File: config.mk
export PLATFORM = sky130hd
export DESIGN_NAME = watchdog_blink_freeze_fsm
export DESIGN_NICKNAME = d
export VERILOG_FILES = /design/src/hw/rtl/wbf_pkg.sv /design/src/hw/rtl/wbf_step.sv /design/src/hw/rtl/watchdog_blink_freeze_fsm.sv
export SDC_FILE = /design/constraint.sdc
export NUM_CORES = 1
export LEC_CHECK = 0
export BUFFER_PORTS_ARGS = -buffer_cell sky130_fd_sc_hd__buf_2
export CELL_PAD_IN_SITES_DETAIL_PLACEMENT = 1
export CELL_PAD_IN_SITES_GLOBAL_PLACEMENT = 2
export CORE_MARGIN = 4
export CORE_UTILIZATION = 43
export CTS_CLUSTER_DIAMETER = 150
export CTS_CLUSTER_SIZE = 28
export DETAILED_ROUTE_END_ITERATION = 10
export GPL_ROUTABILITY_DRIVEN = 0
export PLACE_DENSITY = 0.9
export RECOVER_POWER = 25
export SYNTH_ARGS = -nofsm -noshare
export SYNTH_HDL_FRONTEND = slang
export SYNTH_SLANG_ARGS = --single-unit
export TNS_END_PERCENT = 50
File: constraint.sdc
create_clock -name clk_i -period 9.35 [get_ports clk_i]
set_input_delay 0.4675 -clock clk_i [delete_from_list [all_inputs] [get_ports clk_i]]
set_output_delay 0.4675 -clock clk_i [all_outputs]
set_load 0.01 [all_outputs]
File: src/hw/rtl/wbf_pkg.sv
// ----------------------------------------------------------------------------
// wbf_pkg
// Types and constants shared by the watchdog blink/freeze controller.
// ----------------------------------------------------------------------------
`timescale 1ns / 1ps

package wbf_pkg;

  localparam int unsigned PeriodWidth = 16;
  localparam int unsigned LimitWidth  = 8;
  localparam int unsigned CfgIdxWidth = 2;
  localparam int unsigned CfgDataWidth = 16;
  localparam int unsigned ModeWidth   = 2;

  // Configuration register indexes.
  localparam logic [CfgIdxWidth-1:0] CfgWaitPeriod  = 2'd0;
  localparam logic [CfgIdxWidth-1:0] CfgBlinkPeriod = 2'd1;
  localparam logic [CfgIdxWidth-1:0] CfgBlinkLimit  = 2'd2;

  // Register values after reset.
  localparam logic [PeriodWidth-1:0] WaitPeriodRst  = 16'd16000;
  localparam logic [PeriodWidth-1:0] BlinkPeriodRst = 16'd4000;
  localparam logic [LimitWidth-1:0]  BlinkLimitRst  = 8'd20;

  // Mode codes as reported on the result word.
  localparam logic [ModeWidth-1:0] ModeCodeWaiting  = 2'd0;
  localparam logic [ModeWidth-1:0] ModeCodeBlinking = 2'd1;
  localparam logic [ModeWidth-1:0] ModeCodeFrozen   = 2'd2;

  typedef enum logic [2:0] {
    MODE_WAITING  = 3'b001,
    MODE_BLINKING = 3'b010,
    MODE_FROZEN   = 3'b100
  } mode_e;

  typedef struct packed {
    logic [PeriodWidth-1:0] wait_period;
    logic [PeriodWidth-1:0] blink_half;
    logic [LimitWidth-1:0]  blink_limit;
  } cfg_t;

  typedef struct packed {
    mode_e                  mode;
    logic                   button_prev;
    logic                   blink_phase;
    logic [LimitWidth-1:0]  blink_counter;
    logic [PeriodWidth-1:0] tick_counter;
    logic                   timeout_flag;
    logic                   green;
    logic                   red;
  } state_t;

  function automatic logic [ModeWidth-1:0] mode_code(input mode_e mode);
    logic [ModeWidth-1:0] code;
    case (mode)
      MODE_WAITING:  code = ModeCodeWaiting;
      MODE_BLINKING: code = ModeCodeBlinking;
      MODE_FROZEN:   code = ModeCodeFrozen;
      default:       code = ModeCodeFrozen;
    endcase
    return code;
  endfunction

endpackage

File: src/hw/rtl/wbf_step.sv
// ----------------------------------------------------------------------------
// wbf_step
// Next-state logic for one sample: timer advance, button release handling
// and the waiting / blinking / frozen mode machine.
// ----------------------------------------------------------------------------
`timescale 1ns / 1ps

module wbf_step (
  input  wbf_pkg::cfg_t   cfg_i,
  input  wbf_pkg::state_t state_i,
  input  logic            button_level_i,
  input  logic            tick_i,
  output wbf_pkg::state_t state_o
);

  logic [wbf_pkg::PeriodWidth-1:0] period;
  logic [wbf_pkg::LimitWidth-1:0]  blink_count_inc;
  wbf_pkg::state_t                 st_timer;
  wbf_pkg::state_t                 st_button;

  assign period = (state_i.mode == wbf_pkg::MODE_WAITING) ? cfg_i.wait_period
                                                          : cfg_i.blink_half;

  // Timer: the counter wraps once it has reached the period.
  always_comb begin
    st_timer = state_i;
    if (tick_i) begin
      if (state_i.tick_counter >= period) begin
        st_timer.tick_counter = '0;
        st_timer.timeout_flag = 1'b1;
      end else begin
        st_timer.tick_counter = state_i.tick_counter + 1'b1;
      end
    end
  end

  // A release restarts the timer while waiting and ends a blink phase.
  always_comb begin
    st_button = st_timer;
    if (button_level_i && !st_timer.button_prev) begin
      st_button.button_prev = 1'b1;
    end else if (!button_level_i && st_timer.button_prev) begin
      st_button.button_prev = 1'b0;
      case (st_timer.mode)
        wbf_pkg::MODE_WAITING: begin
          st_button.tick_counter = '0;
          st_button.timeout_flag = 1'b0;
        end
        wbf_pkg::MODE_BLINKING: begin
          st_button.red          = 1'b0;
          st_button.green        = 1'b1;
          st_button.mode         = wbf_pkg::MODE_WAITING;
          st_button.tick_counter = '0;
          st_button.timeout_flag = 1'b0;
        end
        default: begin
        end
      endcase
    end
  end

  assign blink_count_inc = st_button.blink_counter + 1'b1;

  always_comb begin
    state_o = st_button;
    case (st_button.mode)
      wbf_pkg::MODE_WAITING: begin
        if (st_button.timeout_flag) begin
          state_o.green         = 1'b0;
          state_o.mode          = wbf_pkg::MODE_BLINKING;
          state_o.blink_counter = '0;
          state_o.timeout_flag  = 1'b0;
        end
      end
      wbf_pkg::MODE_BLINKING: begin
        if (st_button.timeout_flag) begin
          state_o.timeout_flag  = 1'b0;
          state_o.blink_phase   = ~st_button.blink_phase;
          state_o.red           = ~st_button.blink_phase;
          state_o.blink_counter = blink_count_inc;
          if (blink_count_inc >= cfg_i.blink_limit) begin
            state_o.mode = wbf_pkg::MODE_FROZEN;
            state_o.red  = 1'b1;
          end
        end
      end
      default: begin
      end
    endcase
  end

endmodule

File: src/hw/rtl/watchdog_blink_freeze_fsm.sv
// A sample's result word is registered and offered in the cycle after it is accepted.
// Throughput: one sample per cycle unless the result stream stalls; the state update
// is a single compare and increment pass between the state and result registers.
// Reset: asynchronous, active low; clears the mode machine to waiting with green on,
// empties the result register and restores the register defaults.
// ----------------------------------------------------------------------------
// watchdog_blink_freeze_fsm
// Watchdog that waits for a timeout, blinks the red indicator a configured
// number of times and then freezes with red on.
// ----------------------------------------------------------------------------
`timescale 1ns / 1ps

module watchdog_blink_freeze_fsm (
  input  logic                             clk_i,
  input  logic                             rst_ni,
  // Configuration write port.
  input  logic                             cfg_we_i,
  input  logic [wbf_pkg::CfgIdxWidth-1:0]  cfg_index_i,
  input  logic [wbf_pkg::CfgDataWidth-1:0] cfg_wdata_i,
  // Sample stream.
  input  logic                             s_axis_tvalid,
  output logic                             s_axis_tready,
  input  logic [7:0]                       s_axis_tdata,  // [0] button_level, [1] tick
  // Result stream.
  output logic                             m_axis_tvalid,
  input  logic                             m_axis_tready,
  output logic [7:0]                       m_axis_tdata   // [0] green_on, [1] red_led,
                                                          // [3:2] mode
);

  wbf_pkg::cfg_t   cfg_q;
  wbf_pkg::state_t state_q;
  wbf_pkg::state_t state_d;
  logic            out_valid_q;
  logic [7:0]      out_data_q;
  logic            accept;

  // The result register frees up in the same cycle its word is taken.
  assign s_axis_tready = !out_valid_q || m_axis_tready;
  assign accept        = s_axis_tvalid && s_axis_tready;

  always_ff @(posedge clk_i or negedge rst_ni) begin
    if (!rst_ni) begin
      cfg_q.wait_period <= wbf_pkg::WaitPeriodRst;
      cfg_q.blink_half  <= wbf_pkg::BlinkPeriodRst;
      cfg_q.blink_limit <= wbf_pkg::BlinkLimitRst;
    end else if (cfg_we_i) begin
      case (cfg_index_i)
        wbf_pkg::CfgWaitPeriod:  cfg_q.wait_period <= cfg_wdata_i;
        wbf_pkg::CfgBlinkPeriod: cfg_q.blink_half  <= cfg_wdata_i;
        wbf_pkg::CfgBlinkLimit:
          cfg_q.blink_limit <= cfg_wdata_i[wbf_pkg::LimitWidth-1:0];
        default: begin
        end
      endcase
    end
  end

  wbf_step u_step (
    .cfg_i          (cfg_q),
    .state_i        (state_q),
    .button_level_i (s_axis_tdata[0]),
    .tick_i         (s_axis_tdata[1]),
    .state_o        (state_d)
  );

  always_ff @(posedge clk_i or negedge rst_ni) begin
    if (!rst_ni) begin
      state_q.mode          <= wbf_pkg::MODE_WAITING;
      state_q.button_prev   <= 1'b0;
      state_q.blink_phase   <= 1'b0;
      state_q.blink_counter <= '0;
      state_q.tick_counter  <= '0;
      state_q.timeout_flag  <= 1'b0;
      state_q.green         <= 1'b1;
      state_q.red           <= 1'b0;
      out_valid_q           <= 1'b0;
    end else begin
      if (accept) begin
        state_q <= state_d;
      end
      if (accept) begin
        out_valid_q <= 1'b1;
      end else if (m_axis_tready) begin
        out_valid_q <= 1'b0;
      end
    end
  end

  always_ff @(posedge clk_i) begin
    if (accept) begin
      out_data_q <= {4'b0000, wbf_pkg::mode_code(state_d.mode), state_d.red, state_d.green};
    end
  end

  assign m_axis_tvalid = out_valid_q;
  assign m_axis_tdata  = out_data_q;

endmodule

**After elaboration in Yosys (flattened, before gate mapping)**

Index checks and enable logic that the tools add are counted.

- Output and inout port bits: 10
- Input port bits: 31
- Flip-flop bits (word level): 77

- Multiplexer cells: 28
- Add/subtract/negate cells: 2
- Equality and inequality tests: 10
- Bitwise logic cells: 1
- Reduce and logical (&&, ||, !) cells: 18
- Order comparisons: 2

Operators by type and width:

| kind | count |
|---|---|
| $mux W19 | 2 |
| $mux W17 | 2 |
| $mux W16 | 2 |
| $add A16 B1 Y16 const B | 1 |
| $ge A16 B16 Y1 | 1 |
| $mux W8 | 2 |
| $pmux W8 S2 | 1 |
| $mux W3 | 5 |
| $eq A3 B1 Y1 const B | 3 |
| $eq A3 B2 Y1 const B | 3 |
| $mux W1 | 9 |
| $add A8 B1 Y8 const B | 1 |
| $ge A8 B8 Y1 | 1 |
| $reduce_and A2 Y1 | 4 |
| $pmux W3 S2 | 1 |
| $reduce_bool A2 Y1 | 3 |
| $mux W4 | 1 |
| $ne A2 B1 Y1 const B | 2 |
| $pmux W2 S2 | 1 |
| $reduce_and A4 Y1 | 1 |
| $logic_and A1 B1 Y1 | 3 |
| $logic_not A1 Y1 | 3 |
| $reduce_and A3 Y1 | 1 |
| $eq A2 B1 Y1 const B | 1 |
| other kinds (7) | 7 |

**Logic depth before layout (Yosys ltp)**

Gate-level depths: netlist (run 1).

- Depth after elaboration: 12
- Gate-level depth with buffers: 13
- Gate-level depth less buffers: 10

**By module**

Synthesis (run 1) repeated with hierarchy kept, for this count alone.

- Cell total of the unflattened synthesis: 380
- Area total of the unflattened synthesis: 4460.5 um2

By module, submodules not included:

| module | area each (um2) | cells an instance | instances | sequential area each (um2) |
|---|---|---|---|---|
| watchdog_blink_freeze_fsm | 2936.6 | 169 | 1 | 1966.9 |
| wbf_step | 1524.0 | 211 | 1 | 0.0 |

**Least setup slack after synthesis (run 1)**

No wires, ideal clock.

- Path kind: register to register
- Start point: register state_q[29] (netlist bit)
- End point: register out_data_q[3] (netlist: m_axis_tdata[3]), data pin
- Setup slack: 5.914 ns
- Setup time: 0.261 ns
- Data arrival time: 3.175 ns
- Stages on the path, launching flop included: 13
- Path through: dfstp_2 inv_1 nor3_1 buf_2 buf_2 mux2i_1 ha_1 and2_0 a221o_1 a221oi_2 o211a_2 nor3_1 o32a_1

- Cells in the longest elaborated chain, start to end: 12
- Elaborated cells on any way between the ends: 22
- Those cells by class: 1 x order compare; 6 x eq/ne; 14 x mux; 1 x reduce/logical

Ends and longest elaborated chain:

| item | RTL line | source |
|---|---|---|
| start, declared | watchdog_blink_freeze_fsm.sv:32 | `wbf_pkg::state_t state_q;` |
| start signal, assigned | watchdog_blink_freeze_fsm.sv:80 | `state_q <= state_d;` |
| $eq A3 B1 Y1 | wbf_step.sv:21, wbf_step.sv:44 |  |
| $mux W16 | wbf_step.sv:21 | `assign period = (state_i.mode == wbf_pkg::MODE_WAITING) ? cfg_i.wait_period` |
| $ge A16 B16 Y1 | wbf_step.sv:28 | `if (state_i.tick_counter >= period) begin` |
| $mux W1 | wbf_step.sv:28 |  |
| $mux W17 | wbf_step.sv:27 | `if (tick_i) begin` |
| $mux W17 | wbf_step.sv:44 | `case (st_timer.mode)` |
| $mux W19 | wbf_step.sv:42 | `end else if (!button_level_i && st_timer.button_prev) begin` |
| $mux W19 | wbf_step.sv:40 | `if (button_level_i && !st_timer.button_prev) begin` |
| $mux W3, on equally long branches | wbf_step.sv:76, wbf_step.sv:68 |  |
| $pmux W3 S2 (*) | wbf_step.sv:66 | `case (st_button.mode)` |
| $eq A3 B2 Y1 / $eq A3 B1 Y1 (equally long branches) | wbf_pkg.sv:55 | `case (mode)` |
| $pmux W2 S2 (*) | wbf_pkg.sv:55 |  |
| end signal, assigned | watchdog_blink_freeze_fsm.sv:92 | `out_data_q <= {4'b0000, wbf_pkg::mode_code(state_d.mode), state_d.red, state_d.green};` |
| end, declared | watchdog_blink_freeze_fsm.sv:35 | `logic [7:0] out_data_q;` |

Mark *: on every way between the ends. The rest lies on a longest branch, timed or not. The select of a mux whose other input is x is not followed.
A chain may end at the register's enable or synchronous reset.

==> impl_metrics.ini, run 1 <==
[routing]
wl_per_cell_um = 18.4
firstDrtPassIters = 4
drt_iter0_drc = 90
post-route-drc-count = 0
dr_total_vias = 3273
drt_wl_total_um = 10600
vias_per_cell = 5.71
ant_nets = 0

[die]
die_h_um = 110
ios = 41
num_rows = 36
initial_core_util = 0.450
dieWidth_um = 110
core_area_sq_um = 9950
dieArea_sq_um = 12100

[flow_run]
cap_violations = 1

[yosys]
synthXorXnorAreaFrac = 0.0156
synth_largest_area_cell = dfrtp_1
yosysWarnings = 0
synth-compound-area-share = 0.158
postSynthAreaPerCell_sq_um = 11.0
synthArstFlopShare = 0.948
synth-simple-area-share = 0.123
synthDistinctLibCells = 56
synth_edf_count = 4
ys_seq_elements = 77
synthMuxAreaShare = 0.144
ys_seq_area_frac = 0.439
synth_fa_ha_area_frac = 0.0782
netlist_area_sq_um = 4480
yosys.area.top_type_share = 0.319
synthFlopType = dfrtp_1
synth_top_family_by_area = compound AO/OA/AOI/OAI gates
syn_inst = 406
ys_top_cells_by_area = dfrtp_1 (32%), mux2_2 (11%), dfstp_2 (9.4%), ha_1 (7.8%), mux2i_1 (3.8%)

[power]
p_leak_nw = 2.11
power_density_nw_per_um2 = 214
irDropWorstVdd_mv = 0.109

[layout]
final_layout_size_suffix_gt1_frac = 0.277
layout_commonest_cell = dfrtp_1
utilization = 0.493
num-nets-final = 494
stdcell_count = 573
diodes = 0
area_growth_pct = 9.70
mostFrequentLayoutCells = dfrtp_1 (57), mux2_2 (42), nand2_1 (28), ha_1 (28), buf_2 (28)
fin_area_sq_um = 4910

[timing]
drv_slew = 74
hold_violations = 0
finalCriticalPeriod_ns = 3.81
worst_pin_slew_ns = 3.95
setup_viol = 0
relSlewSlack = -1.63
holdWs_ns = 0.324
fmax_ghz = 0.262
finalSetupTns_ns = 0
post-route-period-util = 0.408
rsz0062_at_grt = no
finalClockSkew_ns = 0.00823

[clock_network]
cts_buffers = 9
cts-hold-fix-buffers = 0
cts_max_level = 3
post_cts_resized = 0
path_clk_slew_ns = 0.08
cts_tree = built
clockBufferDepth = 2
cts_sinks = 77
root_buffer = clkbuf_8
clkLatencyLatePin_ns = 0.35
cts_setup_buffers = 0

[run_status]
violations = max-capacitance violations, max-slew violations
outcome = finished with violations

[placed_design]
place_inst = 557
place_area_sq_um = 4740
numPortBuffers = 30
dp_hpwl_um = 7510

[setup_path]
max_stage_delay_ns = 2.75
slowest_stage = clkbuf_1
crit_chain = buf_2 -> clkbuf_1
cp_num_buf_inv = 2
cpLargestDelayFamily = buffers and inverters
critical_path_arrival_ns = 3.37
start_kind = input port
cp_data_required_time_ns = 8.90
path_max_fanout = 73
endpoint_kind = asynchronous set/reset pin
criticalPathCategory = input port to asynchronous set/reset pin

[global_route]
antenna_found_initial = 0
grt_pass1_wl_um = 17800
grtUsageTotal = 0.190
grt_overflow_total = 0
grt_max_degree = 74
grt_pass1_vias = 3548

[hold_path]
hold_path.class = input port to register
[kinds of logic after synthesis]
group                      after synthesis
buffers and inverters                   39
and+or+nand+nor                        106
adders and majority gates               28
other                                    1
xor gates and xnor gates                 8
AOI/OAI and AO/OA                       88
DFF                                     77
muxes                                   59
[layout make-up]
class,instances,area [sq um]
tap,133,166
sequential,77,1970
timing repair buffer,34,170
inverter,20,75.1
fill,1100,5040
clock buffer,11,131
multi-input combinational,293,2340
clock inverter,5,60.1
[final timing paths]
kind | startpoint | end | slack, ns | depth (start not counted)
worst min-delay path | s_axis_tvalid | m_axis_tvalid | 0.32 | 2
min in group asynchronous | rst_ni | state_q[14] | 1.58 | 2
worst max register to register | state_q[29] | m_axis_tdata[3] | 5.66 | 11
max in group clk_i | state_q[29] | m_axis_tdata[3] | 5.66 | 11
worst max-delay path | rst_ni | cfg_q[23] | 5.54 | 2
worst min register to register | state_q[27] | state_q[27] | 0.47 | 1
[synth_stat cells, types with 8 or more instances]
cell      count
a211oi_1      8
o21ai_0      13
a21o_1       12
mux2_2       42
mux2i_1      17
ha_1         28
nor2_1       18
inv_1        20
dfrtp_1      57
a221oi_2     10
nand2b_1     14
dfstp_2      16
a21oi_1      10
nand2_1      28
[metrics by stage]
stage | worst slack (ns) | power, mW
after floorplan | 5.91 | 0.703
after global placement | 5.77 | 0.773
after detailed placement | 5.68 | 0.802
after CTS | 5.67 | 1.06
after global routing | 4.64 | 1.13
final | 5.54 | 1.05
[flip-flops by register name, summed over array words and instances, names as in the netlist]
| name | cells |
|---|---|
| cfg_q | 40 |
| state_q | 32 |
| m_axis_tdata | 4 |
| m_axis_tvalid | 1 |
[where the power goes]
part | total (mW) | switching, mW | internal (mW)
Sequential | 0.487 | 0.0640 | 0.423
Combinational | 0.309 | 0.169 | 0.140
Clock | 0.255 | 0.131 | 0.124
Total | 1.05 | 0.364 | 0.688
[per-layer routing]
metal / up-vias / global-route usage / wire length [um]
met4: 0 / 0.0552 / 136
li1: 1534 / - / -
met1: 1680 / 0.244 / 4840
met5: - / 0 / 0
met2: 47 / 0.331 / 5300
met3: 12 / 0.0309 / 284
(Power assumes the default switching activity.)
==> run 2: changes to the inputs <==
- ABC_AREA: default -> 1
- CORE_UTILIZATION: 43 -> 36
- PLACE_DENSITY: 0.9 -> 0.83
- clock period: 9.35 -> 3.8 ns (I/O delays scaled with it)
==> run 2 against run 1 <==
  * The flow still finishes with violations (max-capacitance violations, max-slew violations)
  * Register-to-register slack worse by 4.7 ns
  * Sequential share of layout area down 0.16 points
  * Via count up 4.9%
  * Clock power rose to 3.5 times the previous value
  * Hold slack worse by 0.24 ns
  * Clock skew down 0.0012 ns
  * Critical path type is now register to register
  * Largest cell class unchanged
==> impl_metrics.ini, run 2 <==
[yosys]
synth-simple-area-share = 0.198
synth_largest_area_cell = dfrtp_1
yosys.area.top_type_share = 0.327
synth_common_cells = nand2_1 (113), inv_1 (70), dfrtp_1 (57)
synth_edf_count = 4
synthDistinctLibCells = 40
ys_seq_area_frac = 0.452
synth-compound-area-share = 0.123
synth_fa_ha_area_frac = 0.0804
synthArstFlopShare = 0.948
syn_inst = 507
synthXorXnorAreaFrac = 0.0241
postSynthAreaPerCell_sq_um = 8.59
synthMuxAreaShare = 0.0368
ys_seq_elements = 77
netlist_area_sq_um = 4360
synth_top_family_by_area = simple AND/OR/NAND/NOR gates
synthFlopType = dfrtp_1
ys_top_cells_by_area = dfrtp_1 (33%), nand2_1 (9.7%), dfstp_2 (9.7%), ha_1 (8.0%), inv_1 (6.0%)
yosysWarnings = 0
synth.most_common_cell = nand2_1

[die]
initial_core_util = 0.375
dieArea_sq_um = 13900
core_area_sq_um = 11600
die_h_um = 118
dieWidth_um = 118
ios = 41
num_rows = 39

[setup_path]
cp_data_required_time_ns = 3.88
crit_start = state_q[30]
crit_end = m_axis_tdata[3]
reg2reg_to = m_axis_tdata[3]
start_kind = register
max_stage_delay_ns = 0.41
criticalPathCategory = register to register
timing.rr.start = state_q[30]
slowest_stage = dfrtp_1
path_max_fanout = 19
rrSetupSlack_ns = 0.91
critical_path_arrival_ns = 2.97
crit_chain = nor2_2 -> nand2_4 -> mux2i_1 -> ha_1 -> a21oi_1 -> o21ai_0 -> a21oi_2 -> nand2_4 -> nand2_8 -> nand2_8 -> nand3_1 -> nand3_1 -> nand2_1 -> nor2_1
r2r_cells = 14
endpoint_kind = register

[placed_design]
numPortBuffers = 30
dp_hpwl_um = 7520
place_area_sq_um = 4630
dp_slack_ns = 0.997

[routing]
post-route-drc-count = 0
ant_nets = 0
vias_per_cell = 5.00
firstDrtPassIters = 4
drt_wl_total_um = 10200
drt_iter0_drc = 87
wl_per_cell_um = 14.9
dr_total_vias = 3433

[timing]
rsz0062_at_grt = no
hold_violations = 0
fmax_ghz = 0.346
post-route-period-util = 0.760
relSlewSlack = -0.341
setup_ws_ns = 0.911
finalClockSkew_ns = 0.00707
worst_pin_slew_ns = 2.01
setup_viol = 0
finalCriticalPeriod_ns = 2.89
finalSetupTns_ns = 0
drv_slew = 36

[clock_network]
clkLatencyLatePin_ns = 0.34
cts_tree = built
cts-hold-fix-buffers = 1
cts_sinks = 77
path_clk_slew_ns = 0.06
root_buffer = clkbuf_16
cts_buffers = 9
clockBufferDepth = 2
cts_setup_buffers = 0
cts_max_level = 3
post_cts_resized = 0

[layout]
final_layout_size_suffix_gt1_frac = 0.155
area_growth_pct = 13.2
mostFrequentLayoutCells = nand2_1 (113), inv_1 (70), dfrtp_1 (57), o21ai_0 (47), ha_1 (28)
largest_reg_flops = 40
regMostFlops = cfg_q
utilization = 0.425
fin_area_sq_um = 4930
layout_commonest_cell = nand2_1
num-nets-final = 597
diodes = 0

[power]
irDropWorstVdd_mv = 0.191
power_density_nw_per_um2 = 535
design_power_total_mw = 2.64
p_leak_nw = 2.50

[hold_path]
hold_path.class = input port to register

[global_route]
grt_max_degree = 40
grt_pass1_wl_um = 17500
grtUsageTotal = 0.155
grt_overflow_total = 0
antenna_found_initial = 0
grt_pass1_vias = 3668

[run_status]
outcome = finished with violations
violations = max-capacitance violations, max-slew violations

[flow_run]
cap_violations = 1
==> run 2: changes by cell type after synthesis, sizes merged, moves of 11 or more <==
cell | previous run | this run
a21o | 12 | 0
a221oi | 11 | 0
inv | 20 | 76
mux2 | 42 | 0
nand2 | 28 | 122
nand2b | 14 | 0
nand3 | 7 | 21
o21ai | 17 | 63
==> run 2: routing by layer <==
metal  GRT usage  vias up  part of all wire
met3      0.0226       14             0.025
li1            -     1711                 -
met5           0        -                 0
met1       0.204     1662              0.48
met2       0.252       46              0.47
met4      0.0681        0             0.021
==> run 2: worst min path at each step <==
stage                   start          end  slack [ns]  cells past startpoint
3_5_place_dp           rst_ni  state_q[16]        0.35                      1
5_1_grt        cfg_wdata_i[8]    cfg_q[16]        0.12                      3
3_3_place_gp           rst_ni  state_q[16]        0.34                      1
4_1_cts        cfg_wdata_i[8]    cfg_q[16]        0.08                      3
6_report       cfg_wdata_i[8]    cfg_q[16]        0.08                      3
2_1_floorplan          rst_ni     cfg_q[0]       -0.11                      0
==> run 2: area by class of cell <==
| class | instances | area (sq um) |
|---|---|---|
| clock buffers | 12 | 256 |
| clock inverters | 4 | 47.5 |
| fillers | 1410 | 6680 |
| inverters | 77 | 290 |
| multi-input cells | 340 | 2030 |
| flip-flops and latches | 77 | 1970 |
| well taps | 143 | 179 |
| repair buffers | 33 | 165 |
==> run 2: through the flow <==
stage / cells / hold slack [ns]
detailed placement: 669 / 0.353
global route: 686 / 0.116
global placement: 669 / 0.341
finish: 686 / 0.0841
CTS: 686 / 0.0844
floorplan: 510 / -0.106
==> run 2: logic make-up (layout without fill, tap and decap cells) <==
kind of cell	after synthesis	in the layout
compound gates	94	94
simple gates	186	186
xor+xnor	12	12
mux	16	16
other cells	1	4
flops	77	77
buf+inv	93	126
fa+ha+maj	28	28
==> run 2: report_power, final <==
part           switching [mW]  internal, mW
sequential              0.116         0.982
clock                   0.341         0.543
combinational           0.404         0.255
==> run 2: critical path, delay by kind of cell, from the launching register on <==
kind            cells  cell delay [ns]
compound gates      3             0.46
mux                 1             0.36
fa+ha+maj           1             0.32
simple gates        9             1.07
flops               1             0.41
==> run 3: changes to the inputs <==
- ABC_AREA: 1 -> 0
- PLACE_DENSITY: 0.83 -> 0.8
- clock period: 3.8 -> 2.65 ns (I/O delays scaled with it)
==> run 3 against run 2 <==
  * The flow finishes with violations (max-capacitance violations, max-slew violations, negative setup slack)
  * Worst setup slack lost 1.4 ns
  * First-iteration DRC count increased by 21%
  * Critical path depth decreased by 1
  * Hold slack worse by 0.052 ns
  * Sequential power increased by 55%
  * Highest routed layer unchanged
==> impl_metrics.ini, run 3 (same netlist as run 1, synthesis figures left out) <==
[run_status]
outcome = finished with violations
violations = max-capacitance violations, max-slew violations, negative setup slack

[layout]
layout_commonest_cell = dfrtp_1
regMostFlops = cfg_q
largest_reg_flops = 40
final_layout_size_suffix_gt1_frac = 0.396
diodes = 0
fin_area_sq_um = 5720
area_growth_pct = 27.6
utilization = 0.472
num-nets-final = 547
mostFrequentLayoutCells = dfrtp_1 (57), mux2_2 (42), buf_4 (41), nand2_1 (28), ha_1 (27)
fillers = 1332

[routing]
ant_nets = 0
vias_per_cell = 5.25
drt_iter0_drc = 105
firstDrtPassIters = 4
wl_per_cell_um = 17.7
post-route-drc-count = 0
dr_total_vias = 3467
drt_wl_total_um = 11700

[global_route]
grt_pass1_wl_um = 20100
grt_overflow_total = 0
antenna_found_initial = 0
grt_pass1_vias = 3826
grt_max_degree = 40
grtUsageTotal = 0.177

[timing]
post-route-period-util = 1.20
worst_pin_slew_ns = 2.03
hold_violations = 0
setup_viol = 35
finalClockSkew_ns = 0.00464
setup_ws_ns = -0.536
holdWs_ns = 0.0317
rsz0062_at_grt = yes
relSlewSlack = -0.354
finalSetupTns_ns = -13.94
drv_slew = 35
fmax_ghz = 0.314
finalCriticalPeriod_ns = 3.19

[die]
num_rows = 40
dieWidth_um = 120
ios = 41
dieArea_sq_um = 14300
initial_core_util = 0.370
core_area_sq_um = 12100
die_h_um = 120

[setup_path]
crit_start = state_q[29]
path_max_fanout = 6
start_kind = register
critical_path_arrival_ns = 3.28
cp_data_required_time_ns = 2.75
timing.rr.start = state_q[29]
endpoint_kind = register
criticalPathCategory = register to register

[power]
p_leak_nw = 2.49
switching_share = 0.327
irDropWorstVdd_mv = 0.526
p_int_mw = 2.97
clockPowerShare = 0.285
p_comb_frac = 0.332
seqPwrFrac = 0.384
power_density_nw_per_um2 = 773
switchingPower_mw = 1.45

[hold_path]
holdCritStartpoint = cfg_wdata_i[13]
hold_path.class = input port to register

[placed_design]
place_area_sq_um = 5060
numPortBuffers = 30
dp_hpwl_um = 8280

[clock_network]
cts_sinks = 77
cts_max_level = 3
cts_buffers = 9
path_clk_slew_ns = 0.06
clkLatencyLatePin_ns = 0.35
root_buffer = clkbuf_16
clockBufferDepth = 2
cts_tree = built

[flow_run]
cap_violations = 1
-- run 3: what timing repair did --
action | CTS | global route
hold endpoints to repair | 30 | 0
pin swaps | 22 | 12
buffers inserted | 19 | 3
hold buffers | 2 | 0
gates resized for setup | 31 | 16
gates cloned | 0 | 0
endpoints found under the setup margin | 35 | 35
-- run 3: path summary, 6_finish.rpt --
kind | cells past startpoint | to | slack [ns]
max in group asynchronous | 2 | cfg_q[30] | 0.57
worst max register to register | 13 | m_axis_tdata[3] | -0.54
worst min-delay path | 2 | cfg_q[37] | 0.03
min in group asynchronous | 2 | state_q[0] | 0.91
worst max-delay path | 13 | m_axis_tdata[3] | -0.54
worst min register to register | 1 | state_q[27] | 0.50
-- run 3: power groups by stage --
stage          logic, mW  registers, mW  clock network [mW]
6_report            1.47           1.70                1.26
3_3_place_gp        1.21           1.69                   0
5_1_grt             1.65           1.73                1.35
4_1_cts             1.40           1.69                1.30
2_1_floorplan      0.847           1.66                   0
3_5_place_dp        1.27           1.71                   0
-- run 3: metal layers --
metal | track usage | vias to the layer above | routed length [um]
met5 | 0 | - | 0
met3 | 0.0467 | 18 | 380
li1 | - | 1650 | -
met2 | 0.311 | 44 | 6190
met4 | 0.0465 | 0 | 172
met1 | 0.216 | 1755 | 4950
-- run 3: area by class of cell --
cell class | instances | area (sq um) | area share
Clock buffer | 11 | 243 | 0.0425
Clock inverter | 5 | 60.1 | 0.0105
Inverter | 20 | 75.1 | 0.0131
Multi-Input combinational cell | 293 | 2510 | 0.439
Sequential cell | 77 | 1970 | 0.344
Tap cell | 168 | 210 | 0.0368
Timing Repair Buffer | 87 | 649 | 0.114
-- run 3: worst max-delay path, stage by stage (launching register included) --
cell	delay (ns)
dfstp_2	0.55
inv_2	0.05
nor3_4	0.18
buf_12	0.17
buf_8	0.13
mux2_2	0.34
ha_1	0.27
nor2b_1	0.05
o21ai_2	0.15
a41oi_2	0.18
o21ai_2	0.25
buf_4	0.16
a31oi_4	0.09
o32a_1	0.37
-- run 3: stage by stage --
step                      setup WS (ns)  std cells  power (mW)
final                            -0.536        661        4.42
after global routing             -0.672        661        4.73
after CTS                        -0.479        659        4.39
after detailed placement         -0.574        622        2.97
after global placement           -0.473        622        2.90
after floorplan                  -0.481        409        2.50
